`config.mk`:
```
export PLATFORM = sky130hd
export DESIGN_NAME = particle_sensor_frame_parser_core_flat
export DESIGN_NICKNAME = d
export VERILOG_FILES = /design/src/rtl/psfp_pkg.sv /design/src/rtl/psfp_rx_if.sv /design/src/rtl/psfp_res_if.sv /design/src/rtl/psfp_fifo.sv /design/src/rtl/psfp_front.sv /design/src/rtl/psfp_back.sv /design/src/rtl/particle_sensor_frame_parser_core.sv /design/src/flat_wrapper.sv
export SDC_FILE = /design/constraint.sdc
export NUM_CORES = 1
export LEC_CHECK = 0
export BUFFER_PORTS_ARGS = -buffer_cell sky130_fd_sc_hd__clkbuf_2
export CAP_MARGIN = 5
export CORE_MARGIN = 4
export CORE_UTILIZATION = 39
export CTS_BUF_LIST = sky130_fd_sc_hd__clkbuf_16
export CTS_CLUSTER_SIZE = 20
export DETAILED_ROUTE_END_ITERATION = 16
export REMOVE_ABC_BUFFERS = 1
export SKIP_LAST_GASP = 1
export SLEW_MARGIN = 15
export SYNTH_ARGS = -nofsm -noshare
export SYNTH_HDL_FRONTEND = slang
export SYNTH_SLANG_ARGS = --single-unit
```
`constraint.sdc`:
```
create_clock -name clk_i -period 17.62 [get_ports clk_i]
set_input_delay 0.881 -clock clk_i [delete_from_list [all_inputs] [get_ports clk_i]]
set_output_delay 0.881 -clock clk_i [all_outputs]
set_load 0.02 [all_outputs]
```
`src/rtl/psfp_pkg.sv`:
```
// Package for the particle sensor frame parser: frame layout constants,
// queue entry and result types, error codes. No dependencies.
package psfp_pkg;

  localparam int unsigned FRAME_LEN   = 32;
  localparam int unsigned POS_W       = $clog2(FRAME_LEN);
  localparam int unsigned QUEUE_DEPTH = 4;
  localparam int unsigned NUM_MASS    = 3;
  localparam int unsigned NUM_COUNT   = 6;

  localparam logic [7:0] START_BYTE = 8'h02;
  localparam logic [7:0] END_BYTE   = 8'h03;

  localparam logic [POS_W-1:0] HUNT_POS    = POS_W'(0);
  localparam logic [POS_W-1:0] MASS_FIRST  = POS_W'(1);
  localparam logic [POS_W-1:0] MASS_LAST   = POS_W'(12);
  localparam logic [POS_W-1:0] CNT_A_FIRST = POS_W'(13);
  localparam logic [POS_W-1:0] CNT_A_LAST  = POS_W'(18);
  localparam logic [POS_W-1:0] RSV_A_FIRST = POS_W'(19);
  localparam logic [POS_W-1:0] RSV_A_LAST  = POS_W'(20);
  localparam logic [POS_W-1:0] CNT_B_FIRST = POS_W'(21);
  localparam logic [POS_W-1:0] CNT_B_LAST  = POS_W'(26);
  localparam logic [POS_W-1:0] RSV_B_FIRST = POS_W'(27);
  localparam logic [POS_W-1:0] RSV_B_LAST  = POS_W'(28);
  localparam logic [POS_W-1:0] STATUS_POS  = POS_W'(29);
  localparam logic [POS_W-1:0] CHECK_POS   = POS_W'(30);
  localparam logic [POS_W-1:0] LAST_POS    = POS_W'(FRAME_LEN - 1);

  localparam logic [2:0] CNT_B_BASE = 3'(NUM_COUNT / 2);

  typedef enum logic [1:0] {
    ERR_OK       = 2'd0,
    ERR_RESERVED = 2'd1,
    ERR_CHECKSUM = 2'd2,
    ERR_END      = 2'd3
  } frame_err_e;

  typedef struct packed {
    logic [POS_W-1:0] pos;
    logic [7:0]       data;
  } psfp_entry_t;

  typedef struct packed {
    logic [31:0] mass_pm1;
    logic [31:0] mass_pm25;
    logic [31:0] mass_pm10;
    logic [15:0] count_0p5;
    logic [15:0] count_1p0;
    logic [15:0] count_2p5;
    logic [15:0] count_5p0;
    logic [15:0] count_7p5;
    logic [15:0] count_10;
    logic [7:0]  sensor_status;
    frame_err_e  frame_error;
  } psfp_result_t;

endpackage

```
`src/rtl/psfp_rx_if.sv`:
```
// Valid/ready channel carrying one received serial byte.
// No dependencies.
interface psfp_rx_if;
  logic       valid;
  logic       ready;
  logic [7:0] rx_byte;

  modport source (output valid, output rx_byte, input ready);
  modport sink (input valid, input rx_byte, output ready);
endinterface

```
`src/rtl/psfp_res_if.sv`:
```
// Valid/ready channel carrying one decoded sensor frame.
// No dependencies.
interface psfp_res_if;
  logic        valid;
  logic        ready;
  logic [31:0] mass_pm1;
  logic [31:0] mass_pm25;
  logic [31:0] mass_pm10;
  logic [15:0] count_0p5;
  logic [15:0] count_1p0;
  logic [15:0] count_2p5;
  logic [15:0] count_5p0;
  logic [15:0] count_7p5;
  logic [15:0] count_10;
  logic [7:0]  sensor_status;
  logic [1:0]  frame_error;

  modport source (
    output valid, output mass_pm1, output mass_pm25, output mass_pm10,
    output count_0p5, output count_1p0, output count_2p5, output count_5p0,
    output count_7p5, output count_10, output sensor_status, output frame_error,
    input ready
  );
  modport sink (
    input valid, input mass_pm1, input mass_pm25, input mass_pm10,
    input count_0p5, input count_1p0, input count_2p5, input count_5p0,
    input count_7p5, input count_10, input sensor_status, input frame_error,
    output ready
  );
endinterface

```
`src/rtl/psfp_fifo.sv`:
```
// Short queue of classified bytes between front and back.
// Depends on psfp_pkg.
module psfp_fifo import psfp_pkg::*; #(
  parameter int unsigned Depth = QUEUE_DEPTH
) (
  input  logic        clk_i,
  input  logic        rst_ni,
  input  logic        push_i,
  input  psfp_entry_t entry_i,
  output logic        full_o,
  output logic        valid_o,
  output psfp_entry_t entry_o,
  input  logic        pop_i
);

  localparam int unsigned PtrW = $clog2(Depth);
  localparam int unsigned CntW = $clog2(Depth + 1);

  psfp_entry_t         mem_q [Depth];
  logic [PtrW-1:0]     wr_ptr_q, wr_ptr_d;
  logic [PtrW-1:0]     rd_ptr_q, rd_ptr_d;
  logic [CntW-1:0]     cnt_q, cnt_d;

  assign full_o  = (cnt_q == CntW'(Depth));
  assign valid_o = (cnt_q != '0);
  assign entry_o = mem_q[rd_ptr_q];

  always_comb begin
    wr_ptr_d = wr_ptr_q;
    rd_ptr_d = rd_ptr_q;
    cnt_d    = cnt_q;
    if (push_i) begin
      wr_ptr_d = (wr_ptr_q == PtrW'(Depth - 1)) ? '0 : wr_ptr_q + 1'b1;
    end
    if (pop_i) begin
      rd_ptr_d = (rd_ptr_q == PtrW'(Depth - 1)) ? '0 : rd_ptr_q + 1'b1;
    end
    if (push_i && !pop_i) begin
      cnt_d = cnt_q + 1'b1;
    end else if (pop_i && !push_i) begin
      cnt_d = cnt_q - 1'b1;
    end
  end

  always_ff @(posedge clk_i or negedge rst_ni) begin
    if (!rst_ni) begin
      wr_ptr_q <= '0;
      rd_ptr_q <= '0;
      cnt_q    <= '0;
    end else begin
      wr_ptr_q <= wr_ptr_d;
      rd_ptr_q <= rd_ptr_d;
      cnt_q    <= cnt_d;
    end
  end

  always_ff @(posedge clk_i) begin
    if (push_i) begin
      mem_q[wr_ptr_q] <= entry_i;
    end
  end

endmodule

```
`src/rtl/psfp_front.sv`:
```
// Front end: accepts bytes, tracks frame position, drops all but a start byte while hunting.
// Depends on psfp_pkg and psfp_rx_if.
module psfp_front import psfp_pkg::*; (
  input  logic        clk_i,
  input  logic        rst_ni,
  psfp_rx_if.sink     rx_i,
  input  logic        q_full_i,
  output logic        q_push_o,
  output psfp_entry_t q_entry_o
);

  logic [POS_W-1:0] pos_q, pos_d;
  logic             accept;
  logic             hunting;

  assign rx_i.ready = !q_full_i;
  assign accept     = rx_i.valid && !q_full_i;
  assign hunting    = (pos_q == HUNT_POS);

  // drop anything but a start byte while hunting
  assign q_push_o       = accept && (!hunting || (rx_i.rx_byte == START_BYTE));
  assign q_entry_o.pos  = pos_q;
  assign q_entry_o.data = rx_i.rx_byte;

  always_comb begin
    pos_d = pos_q;
    if (accept) begin
      if (hunting) begin
        pos_d = (rx_i.rx_byte == START_BYTE) ? MASS_FIRST : HUNT_POS;
      end else begin
        pos_d = pos_q + 1'b1;
      end
    end
  end

  always_ff @(posedge clk_i or negedge rst_ni) begin
    if (!rst_ni) begin
      pos_q <= HUNT_POS;
    end else begin
      pos_q <= pos_d;
    end
  end

endmodule

```
`src/rtl/psfp_back.sv`:
```
// Back end: assembles frame fields, checks the frame, holds the result.
// Depends on psfp_pkg and psfp_res_if.
module psfp_back import psfp_pkg::*; (
  input  logic        clk_i,
  input  logic        rst_ni,
  input  logic        q_valid_i,
  input  psfp_entry_t q_entry_i,
  output logic        q_pop_o,
  psfp_res_if.source  res_o
);

  logic [31:0]  mass_q [NUM_MASS];
  logic [15:0]  count_q [NUM_COUNT];
  logic [7:0]   status_q;
  logic [7:0]   check_q;
  logic [7:0]   xor_q;
  logic         rbad_q;
  logic         out_valid_q;
  psfp_result_t result_q, result_d;

  logic             load_ok;
  logic             is_last;
  logic             take;
  logic [POS_W-1:0] off_mass;
  logic [POS_W-1:0] off_cnt_a;
  logic [POS_W-1:0] off_cnt_b;
  logic [2:0]       cnt_idx;
  logic             cnt_lane;
  frame_err_e       err;

  assign load_ok = !out_valid_q || res_o.ready;
  assign is_last = (q_entry_i.pos == LAST_POS);
  assign q_pop_o = q_valid_i && (!is_last || load_ok);
  assign take    = q_pop_o;

  assign off_mass  = q_entry_i.pos - MASS_FIRST;
  assign off_cnt_a = q_entry_i.pos - CNT_A_FIRST;
  assign off_cnt_b = q_entry_i.pos - CNT_B_FIRST;

  always_comb begin
    if (q_entry_i.pos >= CNT_B_FIRST) begin
      cnt_idx  = CNT_B_BASE + {1'b0, off_cnt_b[2:1]};
      cnt_lane = off_cnt_b[0];
    end else begin
      cnt_idx  = {1'b0, off_cnt_a[2:1]};
      cnt_lane = off_cnt_a[0];
    end
  end

  always_comb begin
    if (rbad_q) begin
      err = ERR_RESERVED;
    end else if (check_q != xor_q) begin
      err = ERR_CHECKSUM;
    end else if (q_entry_i.data != END_BYTE) begin
      err = ERR_END;
    end else begin
      err = ERR_OK;
    end
  end

  always_comb begin
    result_d.mass_pm1      = mass_q[0];
    result_d.mass_pm25     = mass_q[1];
    result_d.mass_pm10     = mass_q[2];
    result_d.count_0p5     = count_q[0];
    result_d.count_1p0     = count_q[1];
    result_d.count_2p5     = count_q[2];
    result_d.count_5p0     = count_q[3];
    result_d.count_7p5     = count_q[4];
    result_d.count_10      = count_q[5];
    result_d.sensor_status = status_q;
    result_d.frame_error   = err;
  end

  always_ff @(posedge clk_i) begin
    if (take) begin
      if (q_entry_i.pos != HUNT_POS && q_entry_i.pos <= STATUS_POS) begin
        xor_q <= xor_q ^ q_entry_i.data;
      end
      unique case (q_entry_i.pos) inside
        HUNT_POS: begin
          xor_q  <= '0;
          rbad_q <= 1'b0;
        end
        [MASS_FIRST:MASS_LAST]: begin
          mass_q[off_mass[3:2]][{off_mass[1:0], 3'b000} +: 8] <= q_entry_i.data;
        end
        [CNT_A_FIRST:CNT_A_LAST], [CNT_B_FIRST:CNT_B_LAST]: begin
          count_q[cnt_idx][{cnt_lane, 3'b000} +: 8] <= q_entry_i.data;
        end
        [RSV_A_FIRST:RSV_A_LAST], [RSV_B_FIRST:RSV_B_LAST]: begin
          if (q_entry_i.data != 8'h00) begin
            rbad_q <= 1'b1;
          end
        end
        STATUS_POS: status_q <= q_entry_i.data;
        CHECK_POS:  check_q  <= q_entry_i.data;
        default: begin
          if (is_last) begin
            result_q <= result_d;
          end
        end
      endcase
    end
  end

  always_ff @(posedge clk_i or negedge rst_ni) begin
    if (!rst_ni) begin
      out_valid_q <= 1'b0;
    end else if (take && is_last) begin
      out_valid_q <= 1'b1;
    end else if (res_o.ready) begin
      out_valid_q <= 1'b0;
    end
  end

  assign res_o.valid         = out_valid_q;
  assign res_o.mass_pm1      = result_q.mass_pm1;
  assign res_o.mass_pm25     = result_q.mass_pm25;
  assign res_o.mass_pm10     = result_q.mass_pm10;
  assign res_o.count_0p5     = result_q.count_0p5;
  assign res_o.count_1p0     = result_q.count_1p0;
  assign res_o.count_2p5     = result_q.count_2p5;
  assign res_o.count_5p0     = result_q.count_5p0;
  assign res_o.count_7p5     = result_q.count_7p5;
  assign res_o.count_10      = result_q.count_10;
  assign res_o.sensor_status = result_q.sensor_status;
  assign res_o.frame_error   = result_q.frame_error;

endmodule

```
`src/rtl/particle_sensor_frame_parser_core.sv`:
```
// Throughput: one byte per cycle; ready drops only when the byte queue is full.
// Result path: an accepted end byte is written to the queue, then popped by the back end
// into the result register, which raises valid; the pop waits while an earlier result is held and not taken.
// Reset: asynchronous, active low; clears frame position, queue and result valid,
// so the parser restarts hunting for a start byte.
module particle_sensor_frame_parser_core import psfp_pkg::*; #(
  parameter int unsigned QueueDepth = QUEUE_DEPTH
) (
  input  logic       clk_i,
  input  logic       rst_ni,
  psfp_rx_if.sink    rx_i,
  psfp_res_if.source res_o
);

  logic        q_push;
  logic        q_full;
  logic        q_valid;
  logic        q_pop;
  psfp_entry_t q_wr_entry;
  psfp_entry_t q_rd_entry;

  psfp_front u_front (
    .clk_i     (clk_i),
    .rst_ni    (rst_ni),
    .rx_i      (rx_i),
    .q_full_i  (q_full),
    .q_push_o  (q_push),
    .q_entry_o (q_wr_entry)
  );

  psfp_fifo #(
    .Depth (QueueDepth)
  ) u_fifo (
    .clk_i   (clk_i),
    .rst_ni  (rst_ni),
    .push_i  (q_push),
    .entry_i (q_wr_entry),
    .full_o  (q_full),
    .valid_o (q_valid),
    .entry_o (q_rd_entry),
    .pop_i   (q_pop)
  );

  psfp_back u_back (
    .clk_i     (clk_i),
    .rst_ni    (rst_ni),
    .q_valid_i (q_valid),
    .q_entry_i (q_rd_entry),
    .q_pop_o   (q_pop),
    .res_o     (res_o)
  );

endmodule

```
`src/flat_wrapper.sv`:
```
// flat-port wrapper written by rule: the top's interface ports become plain ports
module particle_sensor_frame_parser_core_flat import psfp_pkg::*;
#(
  parameter int unsigned QueueDepth = QUEUE_DEPTH
)
  (clk_i, rst_ni, rx_i_valid, rx_i_rx_byte, rx_i_ready, res_o_valid, res_o_mass_pm1, res_o_mass_pm25, res_o_mass_pm10, res_o_count_0p5, res_o_count_1p0, res_o_count_2p5, res_o_count_5p0, res_o_count_7p5, res_o_count_10, res_o_sensor_status, res_o_frame_error, res_o_ready);
  psfp_rx_if rx_i_i ();
  psfp_res_if res_o_i ();
  input  logic clk_i;
  input  logic rst_ni;
  input wire logic [$bits(rx_i_i.valid)-1:0] rx_i_valid;
  input wire logic [$bits(rx_i_i.rx_byte)-1:0] rx_i_rx_byte;
  output wire logic [$bits(rx_i_i.ready)-1:0] rx_i_ready;
  output wire logic [$bits(res_o_i.valid)-1:0] res_o_valid;
  output wire logic [$bits(res_o_i.mass_pm1)-1:0] res_o_mass_pm1;
  output wire logic [$bits(res_o_i.mass_pm25)-1:0] res_o_mass_pm25;
  output wire logic [$bits(res_o_i.mass_pm10)-1:0] res_o_mass_pm10;
  output wire logic [$bits(res_o_i.count_0p5)-1:0] res_o_count_0p5;
  output wire logic [$bits(res_o_i.count_1p0)-1:0] res_o_count_1p0;
  output wire logic [$bits(res_o_i.count_2p5)-1:0] res_o_count_2p5;
  output wire logic [$bits(res_o_i.count_5p0)-1:0] res_o_count_5p0;
  output wire logic [$bits(res_o_i.count_7p5)-1:0] res_o_count_7p5;
  output wire logic [$bits(res_o_i.count_10)-1:0] res_o_count_10;
  output wire logic [$bits(res_o_i.sensor_status)-1:0] res_o_sensor_status;
  output wire logic [$bits(res_o_i.frame_error)-1:0] res_o_frame_error;
  input wire logic [$bits(res_o_i.ready)-1:0] res_o_ready;
  assign rx_i_i.valid = rx_i_valid;
  assign rx_i_i.rx_byte = rx_i_rx_byte;
  assign rx_i_ready = rx_i_i.ready;
  assign res_o_valid = res_o_i.valid;
  assign res_o_mass_pm1 = res_o_i.mass_pm1;
  assign res_o_mass_pm25 = res_o_i.mass_pm25;
  assign res_o_mass_pm10 = res_o_i.mass_pm10;
  assign res_o_count_0p5 = res_o_i.count_0p5;
  assign res_o_count_1p0 = res_o_i.count_1p0;
  assign res_o_count_2p5 = res_o_i.count_2p5;
  assign res_o_count_5p0 = res_o_i.count_5p0;
  assign res_o_count_7p5 = res_o_i.count_7p5;
  assign res_o_count_10 = res_o_i.count_10;
  assign res_o_sensor_status = res_o_i.sensor_status;
  assign res_o_frame_error = res_o_i.frame_error;
  assign res_o_i.ready = res_o_ready;
  particle_sensor_frame_parser_core #(.QueueDepth(QueueDepth)) u_core (.clk_i(clk_i), .rst_ni(rst_ni), .rx_i(rx_i_i), .res_o(res_o_i));
endmodule
```
==> run summary, run 1 <==
After synthesis, the share of flip-flops with an asynchronous set or reset is 2.686%. Measured along the x axis, the die boundary spans 214.1 um. Terminus of the critical flop-to-flop path: res_o_mass_pm25[16]$_DFFE_PP_. Relative to the synthesized area, the layout overhead comes to 20.46%. The setup fix buffers added after clock tree synthesis is 0, and the number of hold buffers added after CTS is 0. At the end of routability-driven placement, the weighted congestion stood at 0.7866. The tools report the synthesized instance count as 788. Number of hold violations in the final report: 0. The logs give 41950 sq um for the area inside the core boundary and 1080 for the layout net count. Entering global routing, the biggest net connects 86 pins. For this configuration, the core starts out at a cell density of 39.49%.

After routing, the total negative slack on setup checks comes to 0 ns. The largest single stage delay on the critical path is 0.91 ns. The synthesized area per cell was 21.02 sq um; the vertical die dimension was 214.1 um. STA classifies the critical path endpoint as a register. In the final routed layout, each cell accounts on average for 20.61 um. The run gives 0 as the remaining design rule violation count.

The launching element type of the critical path was a register. The number of clock buffers added by TritonCTS is 47. The worst IR drop on VDD came out at 84.49 uV.

TritonCTS built the clock tree. The part of the cycle the worst path needs is 34.17%. The die covers 45830 sq um. After layout, the minimum clock period comes to 6.021 ns. Worst endpoint data arrival time: 6.20 ns.

Synthesis instantiated 54 different standard cells from the library. The peak fanout along the critical path is 85, and the warning count from the yosys run is 0. Setup repair after global routing left no endpoint under its margin.

After clock tree synthesis, the clock-pin slew on the worst setup and hold paths is 0.06 ns. For the worst flop-to-flop path, the logic depth is 9. For this run the aggregate overflow at the end of global routing stands at 0. The number of search-and-repair iterations in the first detailed-routing pass was 4; the sequential share of the synthesized area was 87.35%.

The tightest slew margin relative to the limit was 30.28%. The run gives 14.46% as the global-route usage over all layers. The setup check on the worst reg-to-reg path leaves a slack of 11.60 ns.

In the final layout, the share of cells above drive strength 1 is 31.25%. The run gives 0 as the antenna cell count. The number of top-level design ports is 216.

The most used flip-flop cell after synthesis is sky130_fd_sc_hd__edfxtp_1. The tree is rooted in a sky130_fd_sc_hd__clkbuf_16. For this block, the initial DRC count from the detailed router was 553. For the pin with the worst max-slew slack, the measured transition is 1.046 ns.

Cell type of the slowest stage on the worst timing path: sky130_fd_sc_hd__buf_4. The fmax is 166.1 MHz, and the worst-case clock buffer depth is 3. The routed layout has 7808 vias.

The count of final max-slew check failures is 0. Summing every instance area after synthesis gives 16560 sq um. In this run, synthesis produced a sequential element count of 484. The type of the most critical hold path is input pin to async pin. For the final-layout fill cell count, the log shows 3487. The required arrival time at the worst endpoint is 17.80 ns. The count of flip-flops with a built-in enable after synthesis is 471, and the power density relative to cell area is 173.8 nW/um^2. The via count of the first global-routing pass is 7939, and the clock net sink count is 484. The total of endpoints with negative setup slack in the final report was 0; the total number of placement rows was 75. The clock latency reported for the late side of the worst-skew pair is 0.57 ns.

On the final layout, the worst clock skew is 0.01784 ns. Startpoint of the worst-slack reg-to-reg timing path: u_core.u_fifo.rd_ptr_q[1]$_DFFE_PN0P_. Wire length of the first global-routing pass: 50110 um. The critical path class is register to register. Max-cap violations in this run came to 0. The number of H-tree levels was 2. The flow ran to the end, and the final reports show no timing, DRC or antenna violations. The routed wire length is 33540 um, and the initial antenna violation count is 0. Once layout is done, the placed cells without fillers occupy 19950 sq um.

For the post-cts sizing count, the log shows 0. The signal on the critical path passes through mux2_2, o21ai_1, inv_1, ha_1, nor4_1, o21ai_0, a21oi_1, o211a_4, buf_4. The number of antenna-violating nets in the routed design came out at 0. The count of buffers added on input and output ports is 215. The cell area after placement was 18390 sq um. Once detailed placement completed, the half-perimeter wirelength came to 22950 um.

In this run the static leakage power is 0.007126 uW. Dividing the detail-routed via count by the number of cells gives 4.799.
## sequential cells by signal, indices dropped and copies added (netlist names), 8 cells and up
name                               flops
u_core.u_back.check_q                  8
res_o_count_10                        16
u_core.u_back.count_q                 96
res_o_count_7p5                       16
res_o_count_2p5                       16
u_core.u_back.xor_q                    8
u_core.u_back.mass_q                  96
u_core.u_fifo.mem_q                   52
res_o_count_5p0                       16
res_o_mass_pm10                       32
res_o_mass_pm1                        32
res_o_mass_pm25                       32
u_core.u_back.status_q                 8
res_o_count_0p5                       16
u_core.u_back.res_o.sensor_status      8
res_o_count_1p0                       16
## final cells by class
cell class              count  area [sq um]  area share (%)
flip-flops and latches    484         14470           72.52
multi-input cells         256          1962           9.833
clock buffers              49          1226           6.146
repair buffers            228          1174           5.882
well taps                 539         674.4           3.380
clock inverters            37         319.1           1.599
inverters                  34         127.6          0.6397
## synthesized netlist by cell type, types with 2 or more instances
library cell	instances	area, sq um
sky130_fd_sc_hd__nand2_1	35	131.4
sky130_fd_sc_hd__a22oi_1	2	15.01
sky130_fd_sc_hd__ha_1	16	200.2
sky130_fd_sc_hd__mux4_2	12	270.3
sky130_fd_sc_hd__xor2_1	4	35.03
sky130_fd_sc_hd__o21ai_0	4	20.02
sky130_fd_sc_hd__a21oi_1	14	70.07
sky130_fd_sc_hd__nor2_1	52	195.2
sky130_fd_sc_hd__or4_1	2	15.01
sky130_fd_sc_hd__buf_4	2	15.01
sky130_fd_sc_hd__and3_1	2	12.51
sky130_fd_sc_hd__a41oi_1	2	17.52
sky130_fd_sc_hd__nor4_1	10	62.56
sky130_fd_sc_hd__nand4_2	2	25.02
sky130_fd_sc_hd__xnor2_1	19	166.4
sky130_fd_sc_hd__o211ai_1	2	15.01
sky130_fd_sc_hd__nor3_1	9	45.04
sky130_fd_sc_hd__nand3_1	7	35.03
sky130_fd_sc_hd__mux2_2	12	135.1
sky130_fd_sc_hd__nand4_1	6	37.54
sky130_fd_sc_hd__a21o_1	3	22.52
sky130_fd_sc_hd__clkbuf_1	4	15.01
sky130_fd_sc_hd__buf_2	6	30.03
sky130_fd_sc_hd__nor2b_1	5	31.28
sky130_fd_sc_hd__edfxtp_1	471	14140
sky130_fd_sc_hd__inv_1	34	127.6
sky130_fd_sc_hd__dfrtp_1	13	325.3
sky130_fd_sc_hd__and2_1	7	43.79
sky130_fd_sc_hd__nand4b_1	2	17.52
sky130_fd_sc_hd__a211oi_1	2	15.01
sky130_fd_sc_hd__mux2i_1	4	40.04
## how the worst max path moves through the flow
stage | start | end | slack (ns) | cells after the start
after CTS | u_core.u_fifo.rd_ptr_q[1]$_DFFE_PN0P_ | res_o_mass_pm25[13]$_DFFE_PP_ | 11.64 | 9
after global routing | u_core.u_fifo.rd_ptr_q[1]$_DFFE_PN0P_ | res_o_mass_pm25[19]$_DFFE_PP_ | 11.08 | 9
after detailed placement | u_core.u_fifo.rd_ptr_q[1]$_DFFE_PN0P_ | res_o_mass_pm25[19]$_DFFE_PP_ | 11.62 | 9
after floorplan | u_core.u_fifo.rd_ptr_q[1]$_DFFE_PN0P_ | res_o_count_0p5[0]$_DFFE_PP_ | 9.82 | 8
after global placement | u_core.u_fifo.rd_ptr_q[1]$_DFFE_PN0P_ | res_o_count_1p0[0]$_DFFE_PP_ | 11.86 | 9
final | u_core.u_fifo.rd_ptr_q[1]$_DFFE_PN0P_ | res_o_mass_pm25[16]$_DFFE_PP_ | 11.60 | 9
## through the flow
step	total power (uW)	utilization [%]	instances	hold WS [ns]	setup WS, ns
detailed placement	2507	43.85	1541	0.4045	11.62
finish	3467	47.56	1627	0.2139	11.60
floorplan	2190	-	774	0.4003	9.816
global route	3642	47.56	1627	0.2164	11.08
global placement	2486	43.85	1541	0.4003	11.86
CTS	3498	47.53	1627	0.1990	11.64
## critical path: cells and delay by family (launching register included)
kind | cells | cell delay (ns)
AOI/OAI and AO/OA | 4 | 1.86
buffers and inverters | 2 | 1.38
DFF | 1 | 0.89
and+or+nand+nor | 1 | 0.60
muxes | 1 | 0.44
adders and majority gates | 1 | 0.42
## metal layers
layer	track usage (%)	share of wire (%)
met5	0	0
met4	4.668	2.6
met3	3.486	5.6
met2	23.90	49
met1	19.11	42
## cells in the final DEF (no fill, tap or decap), types with 3 or more instances in the layout
| cell | count |
|---|---|
| sky130_fd_sc_hd__clkinv_2 | 11 |
| sky130_fd_sc_hd__nand2_1 | 35 |
| sky130_fd_sc_hd__and2_1 | 7 |
| sky130_fd_sc_hd__a21oi_1 | 13 |
| sky130_fd_sc_hd__edfxtp_1 | 471 |
| sky130_fd_sc_hd__nor3_1 | 9 |
| sky130_fd_sc_hd__clkbuf_16 | 49 |
| sky130_fd_sc_hd__dfrtp_1 | 13 |
| sky130_fd_sc_hd__mux2_2 | 12 |
| sky130_fd_sc_hd__xor2_1 | 4 |
| sky130_fd_sc_hd__buf_4 | 13 |
| sky130_fd_sc_hd__a21o_1 | 3 |
| sky130_fd_sc_hd__nand3_1 | 7 |
| sky130_fd_sc_hd__nor4_2 | 7 |
| sky130_fd_sc_hd__nand4_1 | 6 |
| sky130_fd_sc_hd__o21ai_0 | 4 |
| sky130_fd_sc_hd__mux4_2 | 12 |
| sky130_fd_sc_hd__clkbuf_2 | 215 |
| sky130_fd_sc_hd__inv_1 | 44 |
| sky130_fd_sc_hd__xnor2_1 | 19 |
| sky130_fd_sc_hd__nor2b_1 | 5 |
| sky130_fd_sc_hd__ha_1 | 16 |
| sky130_fd_sc_hd__mux2i_1 | 4 |
| sky130_fd_sc_hd__clkinv_1 | 6 |
| sky130_fd_sc_hd__nor2_1 | 52 |
| sky130_fd_sc_hd__bufinv_16 | 5 |
## logic make-up (layout without fill, tap and decap cells)
family | Yosys count | count (layout) | share of synthesized area [%]
xor gates and xnor gates | 24 | 24 | 1.314
buffers and inverters | 48 | 348 | 1.224
and+or+nand+nor | 148 | 148 | 4.495
AOI/OAI and AO/OA | 39 | 39 | 1.594
DFF | 484 | 484 | 87.35
muxes | 28 | 28 | 2.689
adders and majority gates | 17 | 17 | 1.329
## power breakdown
group | internal, uW | leakage (uW) | switching, uW
Clock | 579 | 0.000803 | 409
Sequential | 1580 | 0.00446 | 80.0
Combinational | 221 | 0.00186 | 594
Total | 2380 | 0.00713 | 1080
Power figures use the tool's default switching activity.
==> run 2, diff against run 1 <==
==> constraint.sdc (replaced) <==
create_clock -name clk_i -period 5.1 [get_ports clk_i]
set_input_delay 0.255 -clock clk_i [delete_from_list [all_inputs] [get_ports clk_i]]
set_output_delay 0.255 -clock clk_i [all_outputs]
set_load 0.02 [all_outputs]
==> run 2 against run 1 <==
Net effect: cell area is 0.93% higher; die area stayed put; worst hold slack worse by 0.15 ns; non-clock buffer count is 28 higher; sequential cell count stayed put; highest routed layer unchanged.
==> run summary, run 2 (synthesis results as in run 1) <==
The final worst setup slack was 1.250 ns (-10.35 ns); the fmax was 259.7 MHz (+56%). The tools report the via count of the first global-routing pass as 8036 (+1.2%). The logs give 75 (unchanged) for the total number of placement rows and 0.55 ns (-0.02 ns) for the clock latency reported for the late side of the worst-skew pair. For the number of standard cells in the final layout excluding fillers, the log shows 1653 (+1.6%). The CTS buffer count was 47 (unchanged). The detail-routed via count per cell is 4.737 (-1.3%), and the pre-CTS setup slack is 1.316 ns (-10.30 ns). The critical path goes through mux2_2, o21ai_1, buf_4, inv_1, ha_1, nor4_1, o21ai_0, a21oi_1, o211a_4, buf_12. The run gives 14480 um (+1.9%) as the routed metal-1 wire length.

The highest metal layer with signal wires was met4. Post-cts sizing count: 0 (unchanged). STA classifies the critical path endpoint as a register.

The fraction of power spent switching nets is 31.10% (-0.14 points), and the sum of met3 wire segment lengths after detailed routing is 1627 um (-14%). The logs give 5 (+1) for the number of search-and-repair iterations in the first detailed-routing pass and 41 (-52%) for the pin count of the biggest net entering global routing. The required arrival time at the worst endpoint was 5.32 ns (-12.48 ns). The number of hold violations in the final report is 0 (unchanged). The number of placed instances with taps included was 1560 (+1.2%); the critical path's largest stage delay was 0.59 ns (-0.32 ns). The logs give 8191 uW (+240%) for the internal cell power and 1 (+1) for the initial antenna violation count. The clock transition time at the flip-flop clock pins of the worst setup and hold paths was 0.06 ns (about the same). Setup repair after global routing left no endpoint under its margin.

The logs give 14.36% (-0.098 points) for the global-route usage over all layers and 3418 (-2.0%) for the final-layout fill cell count. The critical path class is register to register. The tools report the max-capacitance violation count as 0 (unchanged). For the placer's final routability congestion estimate, the log shows 0.7902 (+0.46%). For the detailed route wirelength on metal2, the log shows 16630 um (+0.44%). The slowest stage of the critical path belongs to the cell sky130_fd_sc_hd__nor4_1. The startpoint identified for the worst hold timing path is rx_i_valid. The count of buffering cells on the critical path with inverters included is 3 (+1), and the starting density of the core is 39.49% (unchanged). Fraction of final layout cells sized beyond drive strength 1: 31.69% (+0.44 points). Launching element type of the critical path: a register.

Worst endpoint data arrival time: 4.07 ns (-2.13 ns). For the leftover overflow at the end of global routing, the log shows 0 (unchanged). Leaving out fill and tap cells, the most frequent cells in the layout are sky130_fd_sc_hd__edfxtp_1 (471), sky130_fd_sc_hd__clkbuf_2 (215), sky130_fd_sc_hd__nor2_1 (52), sky130_fd_sc_hd__clkbuf_16 (47), sky130_fd_sc_hd__inv_1 (44).

Transition at the pin with the smallest max-transition slack: 0.8748 ns (-0.1709 ns). Leaving out fill and tap cells, the most frequent cell in the layout is sky130_fd_sc_hd__edfxtp_1. The setup fix buffers added after clock tree synthesis was 0 (unchanged); the worst-case clock buffer depth was 3 (unchanged). The total of endpoints with negative setup slack in the final report was 0 (unchanged); the number of top-level design ports was 216 (unchanged). For the antenna cell count, the log shows 0 (unchanged). The area growth from synthesis to final layout came out at 21.57%. For the wire length of the first global-routing pass, the log shows 50500 um (+0.77%). Count of final max-slew check failures: 0 (unchanged). The count of port buffers added during placement is 215 (unchanged).

TritonCTS built the clock tree. The post-route minimum period is 3.850 ns (-2.171 ns). The type of the most critical hold path was input pin to register. The remaining design rule violation count came out at 0 (unchanged). The net switching power came out at 3697 uW (+240%). The power density relative to cell area came out at 590.4 nW/um^2 (+240%). The average wire per cell in the routed design came out at 20.20 um (-2.0%).

Broken down by cell family, the worst path's largest delay share belongs to compound AO/OA/AOI/OAI gates. Routed wire length: 33400 um (-0.41%). The peak fanout along the critical path is 40 (-53%). The violation count after the first detailed-routing iteration was 584 (+5.6%); the die outline area was 45830 sq um (unchanged).

In this run the critical register-to-register path is launched from u_core.u_fifo.rd_ptr_q[1]$_DFFE_PN0P_. The tightest slew margin relative to the limit was 41.19% (+11 points). The run finished with clean final reports.

The part of the cycle the worst path needs was 75.49% (+41 points); the combinational share of power was 24.6% (+1.1 points). The logs give 0.02071 ns (+0.002879 ns) for the worst setup skew after layout and 0.06800 ns (-0.1459 ns) for the worst hold margin. The clock net sink count came out at 484 (unchanged). The logs give 0 ns (unchanged) for the post-route setup TNS and 23480 um (+2.3%) for the total half-perimeter wirelength after legalization and detailed placement.

For the clock power share, the log shows 27.4% (-1.1 points). The tools report the launching element of the worst setup path as u_core.u_fifo.rd_ptr_q[1]$_DFFE_PN0P_. Area inside the core boundary: 41950 sq um (unchanged). The leakage power figure is 0.007224 uW (+1.4%).

The root buffer cell chosen for the clock tree is sky130_fd_sc_hd__clkbuf_16. The logs give 0 (unchanged) for the number of antenna-violating nets in the routed design and 2 (unchanged) for the number of H-tree levels. The width of the die is 214.1 um (unchanged), and the total via count in the routed design is 7831 (+0.29%). The tools report the total power as 11890 uW (+240%). The number of hold buffers added after CTS is 9 (+9). The vertical die dimension was 214.1 um (unchanged); the sequential cell fraction of total power was 48.0% (about the same). The run gives 282.4 uV (+230%) as the worst IR drop on VDD.

The layout net count is 1108 (+2.6%).
run 2: changes by cell type in the layout (fill, tap and decap cells not counted), moves of 2 or more:
cell                            delta
sky130_fd_sc_hd__buf_4            +15
sky130_fd_sc_hd__clkbuf_16         -2
sky130_fd_sc_hd__clkinv_1          +3
sky130_fd_sc_hd__buf_12            +4
sky130_fd_sc_hd__clkinv_2          -3
sky130_fd_sc_hd__dlygate4sd3_1     +9
run 2: area by class of cell:
cell class	count	area (sq um)	share of cell area, %
Tap cell	539	674.4	3.349
Timing Repair Buffer	256	1456	7.233
Clock inverter	37	284.0	1.410
Sequential cell	484	14470	71.85
Multi-Input combinational cell	256	1949	9.681
Inverter	34	127.6	0.6338
Clock buffer	47	1176	5.841
run 2: power by group through the flow:
stage	Clock (uW)	Sequential [uW]	Combinational, uW
floorplan	0	5880	1680
global placement	0	5770	2890
detailed placement	0	5790	2950
CTS	3340	5710	2970
global route	3530	5760	3230
finish	3260	5710	2920
run 2: worst reg2reg max path, stage by stage (launching register included):
cell and delay, ns:
sky130_fd_sc_hd__dfrtp_1 0.39, sky130_fd_sc_hd__mux2_2 0.37, sky130_fd_sc_hd__o21ai_1 0.12, sky130_fd_sc_hd__buf_4 0.21, sky130_fd_sc_hd__inv_1 0.08, sky130_fd_sc_hd__ha_1 0.27
sky130_fd_sc_hd__nor4_1 0.59, sky130_fd_sc_hd__o21ai_0 0.32, sky130_fd_sc_hd__a21oi_1 0.25, sky130_fd_sc_hd__o211a_4 0.57, sky130_fd_sc_hd__buf_12 0.35
run 2: worst paths after layout:
path	cells past startpoint	to	slack [ns]
setup / recovery	10	res_o_mass_pm1[3]$_DFFE_PP_	1.25
hold / removal	3	u_core.u_front.pos_q[0]$_DFFE_PN0P_	0.07
setup reg to reg	10	res_o_mass_pm1[3]$_DFFE_PP_	1.25
hold reg to reg	0	res_o_mass_pm25[0]$_DFFE_PP_	0.41
max in group asynchronous	2	u_core.u_front.pos_q[3]$_DFFE_PN0P_	4.65
min in group asynchronous	2	u_core.u_fifo.wr_ptr_q[0]$_DFFE_PN0P_	0.17
run 2: metal layers:
layer	up-vias	GRT usage, %
met5	-	0
met4	0	4.041
met3	45	3.032
met2	200	23.94
met1	3954	19.36
li1	3632	-
run 2: stage by stage:
stage               util (%)  area (sq um)
floorplan                  -         16490
global placement       44.31         18590
detailed placement     44.31         18590
CTS                    48.01         20140
global route           48.01         20140
finish                 48.01         20140
==> run 3, diff against run 2 <==
--- a/config.mk
+++ b/config.mk
@@ -5,6 +5,7 @@
 export SDC_FILE = /design/constraint.sdc
 export NUM_CORES = 1
 export LEC_CHECK = 0
+export ABC_AREA = 1
 export BUFFER_PORTS_ARGS = -buffer_cell sky130_fd_sc_hd__clkbuf_2
 export CAP_MARGIN = 5
 export CORE_MARGIN = 4
==> constraint.sdc (replaced) <==
create_clock -name clk_i -period 3.8 [get_ports clk_i]
set_input_delay 0.19 -clock clk_i [delete_from_list [all_inputs] [get_ports clk_i]]
set_output_delay 0.19 -clock clk_i [all_outputs]
set_load 0.02 [all_outputs]
==> run 3 against run 2 <==
Net effect: combinational power grew 61%; cell count rose by 14%; non-clock buffer count up 25; routed wire length up 2.8%; die area grew 2.1%; global-route usage up 0.14 points; register-to-register slack got worse by 0.70 ns; sequential cell count did not move; critical path type unchanged.
==> run summary, run 3 <==
The logs give 216 (unchanged) for the number of top-level design ports and 47 (unchanged) for the CTS buffer count. The pin count of the biggest net entering global routing was 66 (+61%). The run gives 4.04 ns (-1.28 ns) as the required arrival time at the worst endpoint. The clock net sink count was 484 (unchanged). The synthesized area per cell works out to 17.86 sq um (-15%). The violation count after the first detailed-routing iteration was 624 (+6.8%).

The run gives 1887 (+14%) as the number of standard cells in the final layout excluding fillers. The routed wire length is 34340 um (+2.8%). The remaining design rule violation count came out at 0 (unchanged).

The detail-routed via count per cell is 4.505 (-4.9%), and the worst endpoint data arrival time is 3.50 ns (-0.57 ns). The die outline area was 46770 sq um (+2.1%). Via count of the first global-routing pass: 8535 (+6.2%). The unique cell type count in the Yosys netlist is 43 (-20%).

Relative to the synthesized area, the layout overhead comes to 22.18%. Main combinational cell family by area after synthesis: simple AND/OR/NAND/NOR gates. The tools report the count of final max-slew check failures as 0 (unchanged). The library cells used most frequently in the layout, excluding fill and tap cells, are sky130_fd_sc_hd__edfxtp_1 (471), sky130_fd_sc_hd__clkbuf_2 (215), sky130_fd_sc_hd__nand2_1 (112), sky130_fd_sc_hd__nor2_1 (97), sky130_fd_sc_hd__inv_1 (75). The final worst setup slack came out at 0.5464 ns (-0.7037 ns). The layout net count came out at 1293 (+17%).

TritonCTS built the clock tree. In the synthesized netlist the dominant register cell turns out to be sky130_fd_sc_hd__edfxtp_1. The area share of the leading cell type in the synthesized netlist came out at 83.60% (-1.8 points). Most common cell in the netlist: sky130_fd_sc_hd__edfxtp_1. Path depth of the worst reg2reg path: 13 (+3).

Total half-perimeter wirelength after legalization and detailed placement: 24330 um (+3.6%). Leftover overflow at the end of global routing: 0 (unchanged). By count the netlist is led by sky130_fd_sc_hd__edfxtp_1 (471), sky130_fd_sc_hd__nand2_1 (112), sky130_fd_sc_hd__nor2_1 (98), sky130_fd_sc_hd__inv_1 (64), sky130_fd_sc_hd__nand3_1 (37).

The vertical die dimension is 216.3 um (+1.0%), and the pre-CTS setup slack is 0.5978 ns (-0.7177 ns). The average wire per cell in the routed design is 18.20 um (-9.9%), and the number of search-and-repair iterations in the first detailed-routing pass is 5 (unchanged). By area the synthesized netlist is led by sky130_fd_sc_hd__edfxtp_1 (84%), sky130_fd_sc_hd__nand2_1 (2.5%), sky130_fd_sc_hd__nor2_1 (2.2%). The type of the most critical hold path was input pin to register.

The clock latency reported for the late side of the worst-skew pair was 0.58 ns (+0.03 ns). The total power came out at 16910 uW (+42%). Most common cell after layout, fill and taps aside: sky130_fd_sc_hd__edfxtp_1. Number of cells on the worst hold path: 4 (+1). The area inside the core boundary came out at 42980 sq um (+2.5%).

STA classifies the critical path endpoint as a register. For the tightest slew margin relative to the limit, the log shows 50.22% (+9.0 points). Number of flip-flops and latches in the synthesized netlist: 484 (unchanged).

The transition at the pin with the smallest max-transition slack was 0.7440 ns (-0.1309 ns); the post-route setup TNS was 0 ns (unchanged). The run finished with clean final reports. The run gives 0 (unchanged) as the setup fix buffers added after clock tree synthesis. The number of placed instances with taps included is 1790 (+15%). The number of hold violations in the final report came out at 0 (unchanged).

The initial antenna violation count was 0 (-1). Setup repair after global routing left no endpoint under its margin. The fraction of synthesis flops using an asynchronous set or reset pin works out to 2.686% (unchanged).

Post-synthesis simple-gate area fraction: 9.267% (+4.8 points). The tools report the synthesized instance count as 947 (+20%). Adder and majority gate portion of the synthesized area: 1.302% (-0.028 points).

The starting density of the core was 39.36% (-0.13 points); the width of the die was 216.3 um (+1.0%). The post-synthesis compound-gate area fraction was 0.8135% (-0.78 points); the count of flip-flops with a built-in enable after synthesis was 471 (unchanged). Placer's final routability congestion estimate: 0.8875 (+12%). The power density relative to cell area is 817.9 nW/um^2 (+39%), and the clock transition time at the flip-flop clock pins of the worst setup and hold paths is 0.06 ns (about the same). The part of the cycle the worst path needs is 85.62% (+10 points). For the fmax, the log shows 307.4 MHz (+18%). The leading area contributor after synthesis was sky130_fd_sc_hd__edfxtp_1. The worst IR drop on VDD was 423.4 uV (+50%); the post-route minimum period was 3.254 ns (-0.5963 ns). The fraction of final layout cells sized beyond drive strength 1 was 30.34% (-1.3 points); the peak fanout along the critical path was 46 (+15%). The global-route usage over all layers was 14.51% (+0.14 points). The library cell used as clock root buffer is sky130_fd_sc_hd__clkbuf_16.

The count of port buffers added during placement came out at 215 (unchanged). Worst-case clock buffer depth: 3 (unchanged). The run gives 51690 um (+2.3%) as the wire length of the first global-routing pass. The total of endpoints with negative setup slack in the final report is 0 (unchanged). The total number of placement rows is 76 (+1.3%), and the number of antenna-violating nets in the routed design is 0 (unchanged).

For the sequential share of the synthesized area, the log shows 85.53% (-1.8 points). For the number of H-tree levels, the log shows 2 (unchanged). The worst hold margin is 0.03477 ns (-0.03324 ns), and the antenna cell count is 0 (unchanged). For the warning count from the yosys run, the log shows 0 (unchanged). By startpoint and endpoint, the worst setup path is classified as register to register. The post-synthesis instance area came out at 16920 sq um (+2.1%). The launching element type of the critical path is a register. The xor/xnor cell area share of the yosys netlist was 0.8209% (-0.49 points).

The worst setup skew after layout was 0.02472 ns (+0.004003 ns); the mux cell area share after synthesis was 0% (-2.7 points). Total via count in the routed design: 8501 (+8.6%). For the max-capacitance violation count, the log shows 0 (unchanged). The run gives 0.007674 uW (+6.2%) as the leakage power figure.
[run 3: path summary, 6_finish.rpt]
path / startpoint / to / slack [ns]
min: rx_i_valid / u_core.u_front.pos_q[2]$_DFFE_PN0P_ / 0.03
max in group asynchronous: rst_ni / u_core.u_fifo.cnt_q[1]$_DFFE_PN0P_ / 3.44
max reg2reg: u_core.u_fifo.rd_ptr_q[0]$_DFFE_PN0P_ / res_o_count_5p0[12]$_DFFE_PP_ / 0.55
min in group asynchronous: rst_ni / u_core.u_fifo.cnt_q[0]$_DFFE_PN0P_ / 0.07
min reg2reg: u_core.u_back.count_q[4][0]$_DFFE_PP_ / res_o_count_7p5[0]$_DFFE_PP_ / 0.41
max: u_core.u_fifo.rd_ptr_q[0]$_DFFE_PN0P_ / res_o_count_5p0[12]$_DFFE_PP_ / 0.55
[run 3: logic make-up after synthesis]
family | after synthesis
buffers and inverters | 82
and+or+nand+nor | 323
DFF | 484
AOI/OAI and AO/OA | 26
adders and majority gates | 17
xor gates and xnor gates | 15
[run 3: layer usage]
metal	track usage, %	part of all wire (%)
met1	18.98	41
met3	3.323	5.6
met5	0	0
met4	3.904	1.9
met2	24.66	51
[run 3: what timing repair did]
item | in CTS | in global routing
resized for setup | 0 | 0
hold buffers | 10 | 0
endpoints found under the hold margin | 46 | 0
[run 3: layout make-up]
cell class,count,area (sq um)
Fill cell,3638,22310
Sequential cell,484,14470
Multi-Input combinational cell,381,2072
Timing Repair Buffer,281,1647
Clock buffer,48,1201
Tap cell,585,732.0
Clock inverter,39,287.8
Inverter,69,261.5
[run 3: report_power, final]
group | switching (uW) | internal [uW] | leakage (uW)
clock network | 1870 | 2560 | 0.000774
registers | 334 | 7450 | 0.00443
logic | 3370 | 1330 | 0.00247
total | 5570 | 11300 | 0.00767
[run 3: worst max-delay path, cell delays in order, from the launching register on]
cell	delay, ns
sky130_fd_sc_hd__dfrtp_1	0.59
sky130_fd_sc_hd__inv_2	0.25
sky130_fd_sc_hd__nand2_1	0.14
sky130_fd_sc_hd__nand2_1	0.09
sky130_fd_sc_hd__nand2_1	0.07
sky130_fd_sc_hd__nand2_1	0.11
sky130_fd_sc_hd__ha_1	0.27
sky130_fd_sc_hd__inv_1	0.08
sky130_fd_sc_hd__nand2_1	0.05
sky130_fd_sc_hd__o211ai_1	0.34
sky130_fd_sc_hd__nand3_1	0.18
sky130_fd_sc_hd__nor2_4	0.18
sky130_fd_sc_hd__buf_12	0.25
sky130_fd_sc_hd__buf_12	0.28
[run 3: per-stage QoR]
| stage | instance area (sq um) | util, % |
|---|---|---|
| 3_5_place_dp | 19080 | 44.39 |
| 4_1_cts | 20670 | 48.09 |
| 6_report | 20670 | 48.09 |
| 2_1_floorplan | 16790 | - |
| 3_3_place_gp | 19080 | 44.39 |
| 5_1_grt | 20670 | 48.09 |
